`src/sv/spa_pkg.sv`:
```
// ----------------------------------------------------------------------------
// spa_pkg: shared types and constants of the segment pool allocator
// Field widths, status and command codes, controller/datapath handshake types.
// ----------------------------------------------------------------------------
package spa_pkg;

   localparam int OFF_W         = 20;
   localparam int LEN_W         = OFF_W + 1;
   localparam int CNT_OUT_W     = 7;
   localparam int CSR_IDX_W     = 1;
   localparam int DEF_SEGMENTS  = 64;
   localparam int DEF_GAP_SLOTS = 64;

   localparam logic [LEN_W-1:0] POOL_TOP   = LEN_W'(1) << OFF_W;
   localparam logic [LEN_W-1:0] POOL_RESET = POOL_TOP;

   localparam logic OP_ALLOC   = 1'b0;
   localparam logic OP_RELEASE = 1'b1;

   localparam logic [CSR_IDX_W-1:0] CSR_POOL_SIZE  = CSR_IDX_W'(0);
   localparam logic [CSR_IDX_W-1:0] CSR_FIT_POLICY = CSR_IDX_W'(1);

   localparam logic FIT_FIRST = 1'b0;
   localparam logic FIT_BEST  = 1'b1;

   typedef enum logic [1:0] {
      ST_OK        = 2'd0,
      ST_NO_FIT    = 2'd1,
      ST_FULL      = 2'd2,
      ST_NOT_FOUND = 2'd3
   } status_type;

   typedef enum logic [3:0] {
      CMD_IDLE,
      CMD_INIT,
      CMD_LOAD,
      CMD_SCAN,
      CMD_READ_NEXT,
      CMD_READ_PREV,
      CMD_ALLOC_A,
      CMD_ALLOC_B,
      CMD_RELEASE,
      CMD_REJECT
   } cmd_type;

   typedef enum logic [1:0] {
      V_REJECT,
      V_ALLOC,
      V_RELEASE
   } verdict_type;

   typedef struct packed {
      cmd_type op;
   } dp_cmd_type;

   typedef struct packed {
      logic        init_pending;
      logic        scan_done;
      verdict_type verdict;
   } dp_status_type;

endpackage

```
`src/sv/spa_ctrl.sv`:
```
// ----------------------------------------------------------------------------
// spa_ctrl: request sequencer
// Steps the datapath through scan, decision and table update per request.
// ----------------------------------------------------------------------------
module spa_ctrl (
   input  logic                   clock,
   input  logic                   reset,
   input  logic                   req_valid,
   output logic                   req_ready,
   output logic                   rsp_valid,
   input  logic                   rsp_ready,
   input  spa_pkg::dp_status_type dp_status,
   output spa_pkg::dp_cmd_type    dp_cmd
);

   typedef enum logic [2:0] {
      S_IDLE,
      S_SCAN,
      S_DECIDE,
      S_ALLOC_A,
      S_ALLOC_B,
      S_READ_NEXT,
      S_READ_PREV,
      S_RELEASE
   } state_type;

   state_type state_ff, state_in;
   logic      rsp_valid_ff;
   logic      rsp_free;
   logic      emit;

   assign rsp_free  = !rsp_valid_ff || rsp_ready;
   assign rsp_valid = rsp_valid_ff;

   always_comb begin
      state_in  = state_ff;
      dp_cmd.op = spa_pkg::CMD_IDLE;
      req_ready = 1'b0;
      emit      = 1'b0;
      unique case (state_ff)
         S_IDLE: begin
            if (dp_status.init_pending) begin
               dp_cmd.op = spa_pkg::CMD_INIT;
            end else begin
               req_ready = 1'b1;
               if (req_valid) begin
                  dp_cmd.op = spa_pkg::CMD_LOAD;
                  state_in  = S_SCAN;
               end
            end
         end
         S_SCAN: begin
            dp_cmd.op = spa_pkg::CMD_SCAN;
            if (dp_status.scan_done) state_in = S_DECIDE;
         end
         S_DECIDE: begin
            unique case (dp_status.verdict)
               spa_pkg::V_ALLOC:   state_in = S_ALLOC_A;
               spa_pkg::V_RELEASE: state_in = S_READ_NEXT;
               spa_pkg::V_REJECT: begin
                  if (rsp_free) begin
                     dp_cmd.op = spa_pkg::CMD_REJECT;
                     emit      = 1'b1;
                     state_in  = S_IDLE;
                  end
               end
               default: state_in = S_IDLE;
            endcase
         end
         S_ALLOC_A: begin
            dp_cmd.op = spa_pkg::CMD_ALLOC_A;
            state_in  = S_ALLOC_B;
         end
         S_ALLOC_B: begin
            if (rsp_free) begin
               dp_cmd.op = spa_pkg::CMD_ALLOC_B;
               emit      = 1'b1;
               state_in  = S_IDLE;
            end
         end
         S_READ_NEXT: begin
            dp_cmd.op = spa_pkg::CMD_READ_NEXT;
            state_in  = S_READ_PREV;
         end
         S_READ_PREV: begin
            dp_cmd.op = spa_pkg::CMD_READ_PREV;
            state_in  = S_RELEASE;
         end
         S_RELEASE: begin
            if (rsp_free) begin
               dp_cmd.op = spa_pkg::CMD_RELEASE;
               emit      = 1'b1;
               state_in  = S_IDLE;
            end
         end
         default: state_in = S_IDLE;
      endcase
   end

   always_ff @(posedge clock) begin
      if (reset) begin
         state_ff     <= S_IDLE;
         rsp_valid_ff <= 1'b0;
      end else begin
         state_ff <= state_in;
         if (emit) begin
            rsp_valid_ff <= 1'b1;
         end else if (rsp_ready) begin
            rsp_valid_ff <= 1'b0;
         end
      end
   end

endmodule

```
`config.mk`:
```
export PLATFORM = sky130hd
export DESIGN_NAME = spa_ctrl
export DESIGN_NICKNAME = d
export VERILOG_FILES = /design/src/sv/spa_pkg.sv /design/src/sv/spa_ctrl.sv
export SDC_FILE = /design/constraint.sdc
export NUM_CORES = 1
export LEC_CHECK = 0
export ABC_CLOCK_PERIOD_IN_PS = 1300
export BUFFER_PORTS_ARGS = -buffer_cell sky130_fd_sc_hd__buf_2
export CORE_AREA = 2 2 39 41
export CTS_CLUSTER_SIZE = 25
export DETAILED_ROUTE_END_ITERATION = 8
export DIE_AREA = 0 0 41 43
export SLEW_MARGIN = 20
export SYNTH_ARGS = -nofsm -noshare
export SYNTH_HDL_FRONTEND = slang
export SYNTH_SLANG_ARGS = --single-unit
```
`constraint.sdc`:
```
create_clock -name clock -period 1.3 [get_ports clock]
set_input_delay 0.065 -clock clock [delete_from_list [all_inputs] [get_ports clock]]
set_output_delay 0.065 -clock clock [all_outputs]
set_load 0.1 [all_outputs]
```
==> results.toml, run 1 <==
[run_status]
outcome = "finished, violations left"
failed_checks = "setup timing"

[power]
power_density_nw_per_um2 = 698
leakage_nw = 0.283
ir_drop_v = 0.000353

[synthesis]
synth_ff_type = "sky130_fd_sc_hd__dfxtp_1"
syn_area_sq_um = 374
post_synth_edffs = 0
synth_async_sr_flop_share_pct = 0
syn_avg_cell_area_sq_um = 7.79
netlist_instances = 48
synth.yosys.warnings = 0
ys_seq_area_share_pct = 21.4
postSynthNetCount = 56
synth_cell_type_count = 33
yosys_register_bits = 4

[floorplanning]
floorplan.io_pins = 14
die_w_um = 41
placement_rows = 14
die_height_um = 43
design.die.area_sq_um = 1760
standard_cell_core_area_sq_um = 1380
initial_utilization_pct = 27.0

[detailed_routing]
drt_drc_violations_left = 0
vias = 493
drtIter0Drc = 3
post_drt_via_cell_ratio = 5.54
final_antenna_violating_net_count = 0
wl_per_cell_um = 14.2
post_detailed_routing_wire_length_mm = 1.26
firstDrtPassIters = 4

[place]
dp_hpwl_um = 881
io_buffer_count = 13
finalWeightedCongestion = 0.801

[layout]
area_growth_syn_to_layout_pct = 99.7
final_cell_mix = "8 x sky130_fd_sc_hd__buf_2, 7 x sky130_fd_sc_hd__buf_4, 5 x sky130_fd_sc_hd__buf_12, 4 x sky130_fd_sc_hd__buf_6, 4 x sky130_fd_sc_hd__dfxtp_4"
share_of_cells_above_drive_strength_1_pct = 68.5
nNetsFinal = 82
antenna_diodes = 0
post-route-util_pct = 54.0
final_common_cell = "sky130_fd_sc_hd__buf_2"
fillers = 136

[cts]
tritoncts.num_buffers = 3
clockBufferDepth = 2
clkLatencyLatePin_ps = 250
tritoncts = "done"
cts_max_level = 1
cts.clk_slew.worst_paths_ps = 40
cts.root.buffer_cell = "sky130_fd_sc_hd__clkbuf_4"
clock_sinks = 4

[critical_path]
critical-path-slowest-cell = "sky130_fd_sc_hd__dfxtp_4"
worstSetupStartpointType = "flop"
crit_required_ps = 1240
worstPathCellList = "and2b_2 -> a2bb2oi_2 -> o22ai_2 -> buf_12"
path_buf_inv = 1
cp.arrival_ps = 1300
critPathKind = "flop to primary output"
critPathTopFamily = "flip-flops"
critical_path.max_stage_delay_ps = 380
end_kind = "primary output"
worst_path_maximum_fanout = 6

[timing]
fin_tns_setup_ps = -148
final-hold-violation-count = 0
final-max-slew-violation-count = 0
grt_setup_unrepaired = "true"
max_freq_mhz = 733
worst_slew_margin_rel_pct = 68.0
final.setup_skew_ps = 7.44
final.setup.worst_slack_ps = -63.6
worst_pin_slew_ps = 483
final.min_clock_period_ps = 1360
report.final.setup_viol = 4
final.period_utilization_pct = 105

[run]
max_cap_violations = 0

[grt]
grt_pass1_vias = 449
grt_pass1_wl_mm = 1.89
grt_overflow = 0
grt_max_degree = 11
grt_antenna_before_repair = 0
groute.usage.overall_pct = 16.0

[worst_hold_path]
worst_min_delay_path_category = "input pin to flop"
per-stage QoR:
step	total power [mW]	hold slack, ps	area [sq um]	std cells	setup WS, ps
after floorplan	0.272	124	455	48	-309
after global placement	0.341	274	627	79	52.3
after detailed placement	0.342	288	627	79	5.08
after CTS	0.530	25.5	694	84	-66.5
after global routing	0.561	16.9	747	89	-108
final	0.522	32.1	747	89	-63.6
kinds of logic (layout without fill, tap and decap cells):
group,after synthesis,count (layout),synth area share [%]
xor+xnor,1,1,2.34
simple gates,16,16,24.1
compound gates,20,20,40.5
mux,1,1,3.01
buf+inv,6,31,8.70
flops,4,4,21.4
area by class of cell:
type	instances	area, sq um	share of cell area, %
multi-input combinational	38	357	47.7
timing repair buffer	24	238	31.8
sequential	4	95.1	12.7
clock buffer	4	26.3	3.52
tap	16	20.0	2.68
inverter	3	11.3	1.51
worst paths after layout:
kind | slack [ps] | end | from | depth (start not counted)
worst min register to register | 640 | rsp_valid$_SDFFE_PP0P_ | state_ff[1]$_SDFFE_PP0P_ | 2
worst max register to register | 120 | state_ff[1]$_SDFFE_PP0P_ | state_ff[0]$_SDFFE_PP0P_ | 4
worst min-delay path | 30 | rsp_valid$_SDFFE_PP0P_ | reset | 2
worst max-delay path | -60 | dp_cmd[1] | state_ff[0]$_SDFFE_PP0P_ | 4
synth_stat cells, types with 2 or more instances:
master / instances / area, sq um
sky130_fd_sc_hd__a21oi_1: 4 / 20.0
sky130_fd_sc_hd__buf_2: 2 / 10.0
sky130_fd_sc_hd__dfxtp_1: 4 / 80.1
sky130_fd_sc_hd__inv_1: 2 / 7.51
sky130_fd_sc_hd__nand2_1: 2 / 7.51
sky130_fd_sc_hd__nand2b_1: 2 / 12.5
sky130_fd_sc_hd__nor2_1: 2 / 7.51
sky130_fd_sc_hd__nor3_1: 3 / 15.0
sky130_fd_sc_hd__o21ai_0: 3 / 15.0
sequential cells by signal (all words and copies together), names as in the netlist:
register,cells
state_ff,3
rsp_valid,1
metal layers:
layer  global-route usage (%)  routed length [um]
met2                     22.5                 638
met3                     7.85                  74
met5                        0                   0
met1                     20.4                 515
met4                     6.00                  36
where the power goes:
part | total (mW) | leakage [nW] | switching [mW] | internal, mW
logic | 0.218 | 0.232 | 0.128 | 0.0900
clock network | 0.176 | 0.0150 | 0.0601 | 0.116
registers | 0.128 | 0.0355 | 0.00682 | 0.121
total | 0.522 | 0.283 | 0.195 | 0.326
timing repair:
item	in CTS	in global routing
endpoints found under the setup margin	5	5
buffers inserted	1	5
gates resized for setup	12	8
hold buffers	0	0
pin swaps	2	3
No activity file was read; power rests on OpenSTA's default activity.
==> inputs of run 2 (changes only) <==
--- a/config.mk
+++ b/config.mk
@@ -7,10 +7,13 @@
 export LEC_CHECK = 0
 export ABC_CLOCK_PERIOD_IN_PS = 1300
 export BUFFER_PORTS_ARGS = -buffer_cell sky130_fd_sc_hd__buf_2
+export CELL_PAD_IN_SITES_DETAIL_PLACEMENT = 1
+export CELL_PAD_IN_SITES_GLOBAL_PLACEMENT = 1
 export CORE_AREA = 2 2 39 41
 export CTS_CLUSTER_SIZE = 25
 export DETAILED_ROUTE_END_ITERATION = 8
 export DIE_AREA = 0 0 41 43
+export PLACE_DENSITY_LB_ADDON = 0.1
 export SLEW_MARGIN = 20
 export SYNTH_ARGS = -nofsm -noshare
 export SYNTH_HDL_FRONTEND = slang
==> run 2 against run 1 <==
The flow still finishes with violations (setup timing). Clock-buffer cell count unchanged. Clock skew shrank 3.8 ps. Design area grew 0.84%. Largest cell class unchanged.
==> results.toml, run 2 (same netlist as run 1, synthesis figures left out) <==
[grt]
grt_antenna_before_repair = 0
grt_pass1_wl_mm = 2.05
groute.usage.overall_pct = 16.9
grt_max_degree = 11
grt_pass1_vias = 447
grt_overflow = 0

[detailed_routing]
post_drt_via_cell_ratio = 5.20
vias = 463
drtIter0Drc = 3
wl_per_cell_um = 14.6
final_antenna_violating_net_count = 0
post_detailed_routing_wire_length_mm = 1.30
drt_drc_violations_left = 0
firstDrtPassIters = 2

[layout]
final_common_cell = "sky130_fd_sc_hd__buf_4"
largest_register_ff_count = 3
fillers = 156
area_growth_syn_to_layout_pct = 101
stdcell_area_sq_um = 753
post-route-util_pct = 54.4
non_filler_cells_in_the_finished_layout = 89
nNetsFinal = 82
largest-register = "state_ff"
final_cell_mix = "9 x sky130_fd_sc_hd__buf_4, 8 x sky130_fd_sc_hd__buf_2, 6 x sky130_fd_sc_hd__buf_12, 4 x sky130_fd_sc_hd__dfxtp_4"
share_of_cells_above_drive_strength_1_pct = 69.9
antenna_diodes = 0

[floorplanning]
initial_utilization_pct = 27.0
design.die.area_sq_um = 1760
standard_cell_core_area_sq_um = 1380
floorplan.io_pins = 14
die_w_um = 41
placement_rows = 14
die_height_um = 43

[power]
power_density_nw_per_um2 = 713
ir_drop_v = 0.000298
p_sw_uw = 202
sw_frac_of_total_pct = 37.6
leakage_nw = 0.286
combinationalPowerShare_pct = 42.7
seqPwrFrac_pct = 23.8
clock_power_share_pct = 33.5
power.total_uw = 537
p_int_uw = 336

[critical_path]
end_kind = "primary output"
cp.arrival_ps = 1300
worst_path_maximum_fanout = 9
worstPathCellList = "and2_4 -> a21oi_2 -> a21boi_4 -> buf_12"
critical-path-slowest-cell = "sky130_fd_sc_hd__dfxtp_4"
worstSetupStartpointType = "flop"
critical_path.max_stage_delay_ps = 380
crit_required_ps = 1240
critPathKind = "flop to primary output"
reg2reg_setup_slack_ps = 60

[place]
finalWeightedCongestion = 0.768
dp_hpwl_um = 935
post-place-cells = 80
io_buffer_count = 13
dpl_cell_area_sq_um = 647

[cts]
cts.clk_slew.worst_paths_ps = 40
clkLatencyLatePin_ps = 240
clock_sinks = 4
clockBufferDepth = 2
tritoncts.num_buffers = 3
cts.root.buffer_cell = "sky130_fd_sc_hd__clkbuf_4"
cts_max_level = 1
tritoncts = "done"
holdBufCountCts = 0

[run]
max_cap_violations = 0

[timing]
final.period_utilization_pct = 105
max_freq_mhz = 733
report.final.setup_viol = 5
worst_pin_slew_ps = 483
grt_setup_unrepaired = "true"
final.setup.worst_slack_ps = -63.5
final-hold-violation-count = 0
final-max-slew-violation-count = 0
final.min_clock_period_ps = 1360
fin_tns_setup_ps = -239
worst_slew_margin_rel_pct = 68.1
final.setup_skew_ps = 3.69

[worst_hold_path]
worst_min_delay_path_category = "input pin to flop"

[run_status]
failed_checks = "setup timing"
outcome = "finished, violations left"
==> run 2: final cells by class <==
type | count | area, sq um | share of cell area (%)
Clock buffer | 4 | 26.3 | 3.49
Inverter | 3 | 11.3 | 1.50
Multi-Input combinational cell | 38 | 362 | 48.0
Sequential cell | 4 | 95.1 | 12.6
Tap cell | 16 | 20.0 | 2.66
Timing Repair Buffer | 24 | 239 | 31.7
==> run 2: power by group through the flow <==
| stage | logic, mW | clock network, mW | registers [mW] |
|---|---|---|---|
| after CTS | 0.228 | 0.178 | 0.128 |
| after detailed placement | 0.215 | 0 | 0.132 |
| after global placement | 0.215 | 0 | 0.133 |
| after global routing | 0.239 | 0.190 | 0.128 |
| final | 0.230 | 0.180 | 0.128 |
| after floorplan | 0.141 | 0 | 0.131 |
==> run 2: final timing paths <==
check | startpoint | end | depth (start not counted)
max | state_ff[2]$_SDFFE_PP0P_ | dp_cmd[2] | 4
min reg2reg | rsp_valid$_SDFFE_PP0P_ | rsp_valid$_SDFFE_PP0P_ | 2
min | reset | rsp_valid$_SDFFE_PP0P_ | 2
max reg2reg | state_ff[0]$_SDFFE_PP0P_ | rsp_valid$_SDFFE_PP0P_ | 5
==> run 2: critical path: cells and delay by family, from the launching register on <==
family          cells  cell delay (ps)
buf+inv             1              190
simple gates        1              180
flops               1              380
compound gates      2              320
==> run 2: repair_timing <==
item | 4_1_cts | 5_1_grt
gates cloned | 0 | 0
pin swaps | 3 | 2
setup endpoints to repair | 5 | 7
setup buffers | 3 | 2
resized for setup | 13 | 2
==> run 2: routing by layer <==
metal  wire length (um)  share of wire [%]  global-route usage, %  vias to the layer above
met3                 47                3.6                   3.14                        0
met4                  0                  0                   4.00                        0
met2                669                 52                   25.9                       11
li1                   -                  -                      -                      229
met1                578                 45                   23.6                      223
met5                  0                  0                      0                        -
==> run 2: metrics by stage <==
stage                     worst slack, ps  hold slack, ps
final                               -63.5            12.0
after detailed placement             14.1             263
after global routing                 -101            12.3
after CTS                           -67.5            8.72
after global placement               52.4             259
after floorplan                      -309             124
==> inputs of run 3 (changes only) <==
--- a/config.mk
+++ b/config.mk
@@ -5,11 +5,13 @@
 export SDC_FILE = /design/constraint.sdc
 export NUM_CORES = 1
 export LEC_CHECK = 0
+export ABC_AREA = 1
 export ABC_CLOCK_PERIOD_IN_PS = 1300
 export BUFFER_PORTS_ARGS = -buffer_cell sky130_fd_sc_hd__buf_2
-export CELL_PAD_IN_SITES_DETAIL_PLACEMENT = 1
+export CELL_PAD_IN_SITES_DETAIL_PLACEMENT = 0
 export CELL_PAD_IN_SITES_GLOBAL_PLACEMENT = 1
 export CORE_AREA = 2 2 39 41
+export CTS_BUF_LIST = sky130_fd_sc_hd__clkbuf_4 sky130_fd_sc_hd__clkbuf_8
 export CTS_CLUSTER_SIZE = 25
 export DETAILED_ROUTE_END_ITERATION = 8
 export DIE_AREA = 0 0 41 43
==> run 3 against run 2 <==
The run still ends with setup timing left. Combinational power up 37%. Area after synthesis up 6.7%. Via count up 23%. Highest routed layer is now met4.
==> results.toml, run 3 <==
[timing]
final-max-slew-violation-count = 0
worst_slew_margin_rel_pct = 67.9
final.min_clock_period_ps = 1410
fin_hold_ws_ps = 165
max_freq_mhz = 707
worst_pin_slew_ps = 485
final.setup.worst_slack_ps = -114
final.period_utilization_pct = 109
final-hold-violation-count = 0
grt_setup_unrepaired = "true"
final.setup_skew_ps = 10.0
fin_tns_setup_ps = -202
report.final.setup_viol = 5

[synthesis]
synth_async_sr_flop_share_pct = 0
synth_ff_type = "sky130_fd_sc_hd__dfxtp_1"
netlist_instances = 74
yosys_register_bits = 4
synth_cell_type_count = 16
synth_top_cell_by_area = "sky130_fd_sc_hd__dfxtp_1"
post_synth_edffs = 0
postSynthNetCount = 82
synthDominantCellAreaShare_pct = 20.1
yosysMostFrequentCell = "sky130_fd_sc_hd__nand2_1"
synth.area.top_cells = "sky130_fd_sc_hd__dfxtp_1 20%, sky130_fd_sc_hd__nand3_1 18%, sky130_fd_sc_hd__nand2_1 17%, sky130_fd_sc_hd__inv_1 12%, sky130_fd_sc_hd__nor2_1 7.5%"
syn_avg_cell_area_sq_um = 5.39
synth.yosys.warnings = 0
ys_top_cells_by_count = "18 x sky130_fd_sc_hd__nand2_1, 14 x sky130_fd_sc_hd__nand3_1, 13 x sky130_fd_sc_hd__inv_1"
syn_area_sq_um = 399
ys_seq_area_share_pct = 20.1

[layout]
share_of_cells_above_drive_strength_1_pct = 56.2
nNetsFinal = 114
largest_register_ff_count = 3
fillers = 136
area_growth_syn_to_layout_pct = 112
final_common_cell = "sky130_fd_sc_hd__nand2_1"
multi_input_area_sq_um = 372
largest-register = "state_ff"
ff_latch_area_sq_um = 95.1
antenna_diodes = 0
stdcell_area_sq_um = 847
final_cell_mix = "14 x sky130_fd_sc_hd__nand2_1, 13 x sky130_fd_sc_hd__buf_4, 11 x sky130_fd_sc_hd__inv_1, 10 x sky130_fd_sc_hd__nand3_1, 8 x sky130_fd_sc_hd__buf_2"

[critical_path]
worst_path_most_repeated_cell = "sky130_fd_sc_hd__nand2_4"
critical_path.max_stage_delay_ps = 370
worst_path_maximum_fanout = 6
worstPathCellList = "nor2_4 -> nand2_4 -> nand2_4 -> nor2_2 -> a21oi_4 -> buf_12"
crit_required_ps = 1240
worstReg2RegStart = "state_ff[2]$_SDFFE_PP0P_"
critPathKind = "flop to primary output"
worstRegToRegCells = 7
cp.arrival_ps = 1350
critical-path-slowest-cell = "sky130_fd_sc_hd__dfxtp_4"
end_kind = "primary output"
regToRegEndpoint = "rsp_valid$_SDFFE_PP0P_"
reg2reg_setup_slack_ps = 140
worstSetupStartpointType = "flop"

[detailed_routing]
post_drt_via_cell_ratio = 4.71
firstDrtPassIters = 2
wl_per_cell_um = 11.4
drt_drc_violations_left = 0
vias = 570
post_detailed_routing_wire_length_mm = 1.39
drtIter0Drc = 8
final_antenna_violating_net_count = 0

[power]
p_sw_uw = 261
p_int_uw = 383
sw_frac_of_total_pct = 40.6
leakage_nw = 0.422
combinationalPowerShare_pct = 48.7
ir_drop_v = 0.000548
power_density_nw_per_um2 = 760
seqPwrFrac_pct = 20.7
clock_power_share_pct = 30.6

[worst_hold_path]
hold_start = "dp_status[1]"
worst_min_delay_path_category = "input pin to flop"
whs_path_depth = 4
min_to = "state_ff[1]$_SDFFE_PP0P_"

[run_status]
failed_checks = "setup timing"
outcome = "finished, violations left"

[place]
dp_hpwl_mm = 1.04
finalWeightedCongestion = 0.884
io_buffer_count = 13
dpl_cell_area_sq_um = 667

[floorplanning]
standard_cell_core_area_sq_um = 1380
floorplan.io_pins = 14
die_height_um = 43
placement_rows = 14
initial_utilization_pct = 28.8
die_w_um = 41
design.die.area_sq_um = 1760

[cts]
tritoncts.num_buffers = 3
clock_sinks = 4
clkLatencyLatePin_ps = 250
cts.root.buffer_cell = "sky130_fd_sc_hd__clkbuf_4"
clockBufferDepth = 2
cts_max_level = 1
cts.clk_slew.worst_paths_ps = 50
tritoncts = "done"

[run]
max_cap_violations = 0

[grt]
grt_antenna_before_repair = 0
grt_pass1_vias = 533
grt_overflow = 0
grt_pass1_wl_mm = 2.25
grt_max_degree = 8
groute.usage.overall_pct = 19.2
-- run 3: cell types whose count changed after synthesis, moves of 2 or more --
cell and change:
sky130_fd_sc_hd__nor2_1 +6, sky130_fd_sc_hd__inv_2 +3, sky130_fd_sc_hd__buf_2 -2, sky130_fd_sc_hd__inv_1 +11, sky130_fd_sc_hd__a21oi_1 -2, sky130_fd_sc_hd__nand2_2 +2
sky130_fd_sc_hd__nand3_1 +14, sky130_fd_sc_hd__nand2_1 +16, sky130_fd_sc_hd__nor3_1 -3, sky130_fd_sc_hd__nand2b_1 -2
-- run 3: power groups by stage --
stage               Sequential (mW)  Combinational, mW  Clock, mW
floorplan                     0.138              0.182          0
global placement              0.137              0.280          0
detailed placement            0.137              0.280          0
CTS                           0.132              0.300      0.204
global route                  0.134              0.331      0.215
finish                        0.133              0.314      0.197
-- run 3: cells by family (layout without fill, tap and decap cells) --
family	count (synthesis)	after routing	synth area share [%]
compound gates	7	7	10.0
buf+inv	18	49	18.8
simple gates	45	45	51.1
flops	4	4	20.1
-- run 3: stage by stage --
stage / instances / util (%) / worst slack [ps] / power, mW
2_1_floorplan: 74 / - / -138 / 0.320
3_3_place_gp: 106 / 48.2 / 52.9 / 0.418
3_5_place_dp: 106 / 48.2 / 31.9 / 0.417
4_1_cts: 117 / 57.0 / -107 / 0.637
5_1_grt: 121 / 61.2 / -168 / 0.680
6_report: 121 / 61.2 / -114 / 0.644
-- run 3: critical path, delay by kind of cell (launching register included) --
kind            cells  cell delay [ps]
compound gates      1              160
flops               1              370
simple gates        4              380
buf+inv             1              190
-- run 3: worst max path at each step --
stage	startpoint	end	slack, ps	depth (start not counted)
2_1_floorplan	rsp_valid$_SDFFE_PP0P_	dp_cmd[0]	-140	5
3_3_place_gp	state_ff[2]$_SDFFE_PP0P_	dp_cmd[0]	50	6
3_5_place_dp	state_ff[2]$_SDFFE_PP0P_	dp_cmd[0]	30	6
4_1_cts	state_ff[0]$_SDFFE_PP0P_	dp_cmd[0]	-110	6
5_1_grt	state_ff[1]$_SDFFE_PP0P_	dp_cmd[0]	-170	6
6_report	state_ff[1]$_SDFFE_PP0P_	dp_cmd[0]	-110	6
-- run 3: cell type report --
cell class                 instances  share of cell area [%]
sequential                         4                    11.2
timing repair buffer              28                    30.6
tap                               16                    2.36
multi-input combinational         52                    43.9
clock buffer                       4                    3.55
inverter                          17                    8.42
-- run 3: layer usage --
layer  vias up  track usage [%]  routed length, um
met1       258             21.2                580
met3         2             8.90                 64
li1        297                -                  -
met4         0             4.00                  9
met2        13             31.9                731
met5         -                0                  0
-- run 3: repair_timing --
action,CTS,global route
hold buffers,1,0
gates resized for setup,11,7
gates cloned,0,0
pin swaps,3,5
hold endpoints to repair,1,0
buffers inserted,6,4
setup endpoints to repair,5,5
